File: src/rtl/nrdiv_pkg.sv
// Shared types and constants for the non-restoring integer divider.
// No dependencies; used by every module of the block.
`default_nettype none

package nrdiv_pkg;

    // Default operand width
    localparam int WIDTH_DEF = 16;

    // Control that travels alongside each request through the stages
    typedef struct packed {
        logic valid;
        logic dz;
    } ctl_t;

endpackage : nrdiv_pkg

`default_nettype wire

File: src/rtl/nrdiv_stage.sv
// One pipeline stage of the non-restoring divider: a single add/subtract step.
// Depends on nrdiv_pkg (ctl_t).
`default_nettype none

module nrdiv_stage #(
    parameter int WIDTH = nrdiv_pkg::WIDTH_DEF
) (
    input  wire logic               clk,
    input  wire logic               rst_n,
    input  wire logic               en,
    input  wire nrdiv_pkg::ctl_t    ctl_in,
    input  wire logic [WIDTH+1:0]   rem_in,
    input  wire logic [WIDTH-1:0]   quo_in,
    input  wire logic [WIDTH-1:0]   dsr_in,
    output nrdiv_pkg::ctl_t         ctl_out,
    output logic      [WIDTH+1:0]   rem_out,
    output logic      [WIDTH-1:0]   quo_out,
    output logic      [WIDTH-1:0]   dsr_out
);

    nrdiv_pkg::ctl_t  ctl_reg;
    logic [WIDTH+1:0] rem_reg, rem_next;
    logic [WIDTH-1:0] quo_reg, quo_next;
    logic [WIDTH-1:0] dsr_reg;
    logic [WIDTH+1:0] shifted;
    logic [WIDTH+1:0] dsr_ext;

    // Shift next dividend bit into the partial remainder, then add or subtract
    // the divisor depending on the remainder's sign.
    always_comb
    begin
        shifted = {rem_in[WIDTH:0], quo_in[WIDTH-1]};
        dsr_ext = {2'b00, dsr_in};
        if (rem_in[WIDTH+1])
        begin
            rem_next = shifted + dsr_ext;
        end
        else
        begin
            rem_next = shifted - dsr_ext;
        end
        quo_next = {quo_in[WIDTH-2:0], ~rem_next[WIDTH+1]};
    end

    always_ff @(posedge clk or negedge rst_n)
    begin
        if (!rst_n)
        begin
            ctl_reg <= '0;
        end
        else if (en)
        begin
            ctl_reg <= ctl_in;
        end
    end

    always_ff @(posedge clk)
    begin
        if (en)
        begin
            rem_reg <= rem_next;
            quo_reg <= quo_next;
            dsr_reg <= dsr_in;
        end
    end

    assign ctl_out = ctl_reg;
    assign rem_out = rem_reg;
    assign quo_out = quo_reg;
    assign dsr_out = dsr_reg;

endmodule : nrdiv_stage

`default_nettype wire

File: src/rtl/nonrestoring_integer_divider_top.sv
// The WIDTH step stages (WIDTH is 16 by default) form a linear pipeline.
// Throughput: one request per cycle, unless a held result stalls the pipeline.
// A stalled result freezes the whole pipeline, so req_stall follows rsp_stall.
// Reset (rst_n, asynchronous, active low) clears all stage valid bits.
// Depends on nrdiv_pkg and nrdiv_stage.
`default_nettype none

module nonrestoring_integer_divider_top #(
    parameter int WIDTH = nrdiv_pkg::WIDTH_DEF
) (
    input  wire logic             clk,
    input  wire logic             rst_n,
    // request channel
    input  wire logic             req_valid,
    output logic                  req_stall,
    input  wire logic [WIDTH-1:0] dividend,
    input  wire logic [WIDTH-1:0] divisor,
    // result channel
    output logic                  rsp_valid,
    input  wire logic             rsp_stall,
    output logic      [WIDTH-1:0] quotient,
    output logic                  div_by_zero
);

    // Per-stage buses; index 0 is the request port, index k is stage k output.
    nrdiv_pkg::ctl_t  ctl  [WIDTH+1];
    logic [WIDTH+1:0] rem  [WIDTH+1];
    logic [WIDTH-1:0] quo  [WIDTH+1];
    logic [WIDTH-1:0] dsr  [WIDTH+1];
    logic             en;

    // The pipeline moves unless a finished result is held by the consumer.
    assign en        = !(rsp_valid && rsp_stall);
    assign req_stall = !en;

    // Request enters with a zero partial remainder; the dividend sits in the
    // quotient register and is shifted out one bit per stage.
    assign ctl[0].valid = req_valid;
    assign ctl[0].dz    = (divisor == '0);
    assign rem[0]       = '0;
    assign quo[0]       = dividend;
    assign dsr[0]       = divisor;

    // One non-restoring step per stage, WIDTH stages in all.
    for (genvar k = 0; k < WIDTH; k++)
    begin : g_stage
        nrdiv_stage #(
            .WIDTH (WIDTH)
        ) u_stage (
            .clk     (clk),
            .rst_n   (rst_n),
            .en      (en),
            .ctl_in  (ctl[k]),
            .rem_in  (rem[k]),
            .quo_in  (quo[k]),
            .dsr_in  (dsr[k]),
            .ctl_out (ctl[k+1]),
            .rem_out (rem[k+1]),
            .quo_out (quo[k+1]),
            .dsr_out (dsr[k+1])
        );
    end

    // Quotient bits equal those of true division; a zero divisor forces zero.
    assign rsp_valid   = ctl[WIDTH].valid;
    assign div_by_zero = ctl[WIDTH].dz;
    assign quotient    = ctl[WIDTH].dz ? '0 : quo[WIDTH];

endmodule : nonrestoring_integer_divider_top

`default_nettype wire

File: config.mk
export PLATFORM = sky130hd
export DESIGN_NAME = nonrestoring_integer_divider_top
export DESIGN_NICKNAME = d
export VERILOG_FILES = /design/src/rtl/nrdiv_pkg.sv /design/src/rtl/nrdiv_stage.sv /design/src/rtl/nonrestoring_integer_divider_top.sv
export SDC_FILE = /design/constraint.sdc
export NUM_CORES = 2
export LEC_CHECK = 0
export BUFFER_PORTS_ARGS = -buffer_cell sky130_fd_sc_hd__buf_2
export CAP_MARGIN = 20
export CORE_ASPECT_RATIO = 1.2
export CORE_MARGIN = 5
export CORE_UTILIZATION = 65
export DETAILED_ROUTE_END_ITERATION = 6
export PLACE_DENSITY = 0.82
export SLEW_MARGIN = 20
export SYNTH_ARGS = -nofsm -noshare
export SYNTH_HDL_FRONTEND = slang
export SYNTH_SLANG_ARGS = --single-unit
export TNS_END_PERCENT = 10
File: constraint.sdc
create_clock -name clk -period 109.8 [get_ports clk]
set_clock_uncertainty 0.05 [all_clocks]
set_input_delay 32.94 -clock clk [delete_from_list [all_inputs] [get_ports clk]]
set_output_delay 32.94 -clock clk [all_outputs]
set_load 0.1 [all_outputs]
==> impl_results.md <==
- Result of the run: finished, violations left
- Failing checks: design-rule violations
- Total number of placement rows: 100
- Finished layout cell area: 44,800 um^2
- Register-to-register path setup slack: 105,180 ps
- Quantity of hold-fixing buffers added after cts: 0
- Sequential element share of the synthesized area: 58.2%
- Critical path startpoint category: input port
- Transition time of the tightest slew-check pin: 1090 ps
- Die Width: 239 um
- Antenna Diode Count: 0
- Fraction of registers with async set/reset: 4.02%
- Vert. Die Dim: 285 um
- Remaining max-slew budget at the tightest pin: 26.6%
- Post-route DRC: 1
- H-tree levels: 3
- Share of the synthesized area in the top cell type: 56.3%
- Overall track demand over capacity in global routing: 23.8%
- Pin count of the biggest net entering global routing: 189
- # IOs: 55
- Leading area contributor after synthesis: sky130_fd_sc_hd__edfxtp_1
- Post-synth design cell area: 40,800 um^2
- Cts repair resizes: 0
- Number of enable flip-flop cells after synthesis: 765
- Weighted congestion at the end of routability-driven global placement: 0.897
- Number of buffers on the longest clock path: 3
- Biggest fanout along the worst timing path: 82
- Setup-failing EPs final: 0
- Number of vias per cell: 6.16
- Final Routed Wirelength: 81,400 um
- Net count of the mapped netlist: 3,553
- Via count of the first global-routing pass: 26,808
- Number of search-and-repair iterations in the first detailed-routing pass: 7
- Effective utilization at floorplan: 65.7%
- Clock sink count: 797
- Hold Violations, Final: 0
- Flip-flop cell with the highest count after synthesis: sky130_fd_sc_hd__edfxtp_1
- Largest cells by area after synthesis: sky130_fd_sc_hd__edfxtp_1, sky130_fd_sc_hd__ha_1, sky130_fd_sc_hd__xor2_1
- Routed Antenna Nets: 0
- Number of flip-flops and latches in the synthesized netlist: 797
- CTS tree: yes
- Post-synthesis cell type count: 75
- Iteration-0 DRC count of the detailed router: 1,780
- Post-synth top cells: sky130_fd_sc_hd__edfxtp_1, sky130_fd_sc_hd__a21oi_1, sky130_fd_sc_hd__nor2_1
- Placed inst area: 42,000 um^2
- Mapped Cells: 3,232
- Hpwl dp: 56,500 um
- Proportion of layout cells with a drive suffix above 1: 7.62%
- Net total in the final layout: 3,640
- Total via count after detailed routing: 25,860
- Number of inserted filler cells in the final layout: 3,869
- Hold Path Class: reg2reg
- Antenna violations before repair: 0
- Critical path capture point type: output port
- Buffer count from post-CTS setup fixing: 0
- Layout overhead on the synthesized area: 9.63%
- Grt total ovfl: 0
- Cts bufs inserted: 80
- First-pass GRT wire length: 133,000 um
- Core area: 62,200 um^2
- Share of the clock period used by the worst path after layout: 61.8%
- Tmin final: 67,900 ps
- Count of warnings emitted by yosys: 0
- Arrival time worst endpoint: 34,910 ps
- Dominant cell by count in the synthesized netlist: sky130_fd_sc_hd__edfxtp_1
- Cell at the root of the clock tree: sky130_fd_sc_hd__clkbuf_16
- Area of the die: 67,900 um^2
- Data required, critical path: 76,810 ps
- Number of I/O port buffers: 54
- Post-synthesis average cell area: 12.6 um^2
- Routed length per instance: 19.4 um
- Max-slew violation count: 0
- Unrepaired setup endpoints after global routing: false
- Fin Setup TNS: 0 ps
- Total of max-cap violations: 0
- Maximum operating frequency: 14.7 MHz
- Classification of the worst setup path: in2out
- Later-pin clock latency in the skew report: 650 ps
- Clock slew at reported path FFs: 60 ps
- Post-Route Hold Slack: 359 ps
-- cells in the final DEF (no fill, tap or decap), drive strengths merged, types with 8 or more instances in the layout --
cell,synthesis,routed
o21a,26,26
a21o,90,90
bufinv,0,12
nor3,99,99
nand4,18,18
or3,9,9
xnor2,191,191
o211ai,15,15
nor4,34,34
xor2,254,254
nand2,87,87
nand3b,13,13
nand3,43,43
inv,146,150
mux2i,8,8
nand2b,26,26
o21ai,102,102
o31ai,9,9
ha,271,271
edfxtp,765,765
a211oi,19,19
clkinv,0,30
nor2,277,277
buf,0,60
nor4b,8,8
fa,14,14
clkbuf,55,96
o21bai,44,44
a221oi,14,14
dfrtp,32,32
and2,10,10
mux2,45,45
a21oi,291,291
and3,25,25
nor2b,45,45
a31oi,43,43
a2111o,9,9
-- registers in the layout, summed over array words and instances (netlist names) --
| name | count |
|---|---|
| g_stage.u_stage.rem_out | 269 |
| g_stage.u_stage.quo_out | 256 |
| g_stage.u_stage.dsr_out | 240 |
| g_stage.u_stage.ctl_out | 32 |
-- critical path: stages --
cell and delay (ps):
sky130_fd_sc_hd__buf_2 100, sky130_fd_sc_hd__nand2_4 520, sky130_fd_sc_hd__inv_2 780, sky130_fd_sc_hd__buf_2 550
-- metrics by stage --
step	utilization (%)	setup slack, ps	std cells
after floorplan	-	25100	3232
after global placement	67.5	41680	4053
after detailed placement	67.5	41520	4053
after CTS	72.0	41440	4200
after global routing	72.0	41740	4200
final	72.0	41900	4200
-- per-layer routing --
metal  vias to the layer above  share of wire, %  global-route usage [%]  wire (um)
li1                      12268                 -                       -          -
met5                         -                 0                       0          0
met1                     12565                36                    25.8      29400
met4                         0               4.5                    11.5       3630
met2                       781                56                    45.1      45200
met3                       246               3.8                    3.06       3130
-- logic make-up (layout without fill, tap and decap cells) --
kind of cell	count (synthesis)	in the layout	synth area share [%]
compound gates	728	728	11.2
xor+xnor	445	445	9.55
mux	53	53	1.44
buf+inv	201	353	1.85
simple gates	723	723	8.71
fa+ha+maj	285	285	8.99
flops	797	797	58.2
-- final timing paths --
kind                                                               start                                          to  cells after the start
worst max-delay path                                           rsp_stall                                   req_stall                      4
worst min-delay path            g_stage[10].u_stage.quo_out[0]$_DFFE_PN_    g_stage[11].u_stage.quo_out[1]$_DFFE_PN_                      0
worst max register to register  g_stage[12].u_stage.dsr_out[3]$_DFFE_PN_   g_stage[13].u_stage.rem_out[17]$_DFFE_PN_                     14
worst min register to register  g_stage[10].u_stage.quo_out[0]$_DFFE_PN_    g_stage[11].u_stage.quo_out[1]$_DFFE_PN_                      0
max in group asynchronous                                          rst_n  g_stage[14].u_stage.ctl_out[1]$_DFFE_PN0N_                      1
min in group asynchronous                                          rst_n   g_stage[2].u_stage.ctl_out[1]$_DFFE_PN0N_                      1
-- cell type report --
| class | instances | area [um^2] | share of cell area (%) |
|---|---|---|---|
| inverter | 146 | 548 | 1.22 |
| multi-input combinational | 2234 | 16300 | 36.5 |
| sequential | 797 | 23800 | 53.1 |
| clock buffer | 96 | 2100 | 4.70 |
| clock inverter | 51 | 659 | 1.47 |
| tap | 816 | 1020 | 2.28 |
| timing repair buffer | 60 | 344 | 0.769 |
Power is not shown: default switching activity piles up to over one toggle a cycle in this logic, so the estimate is an artifact.
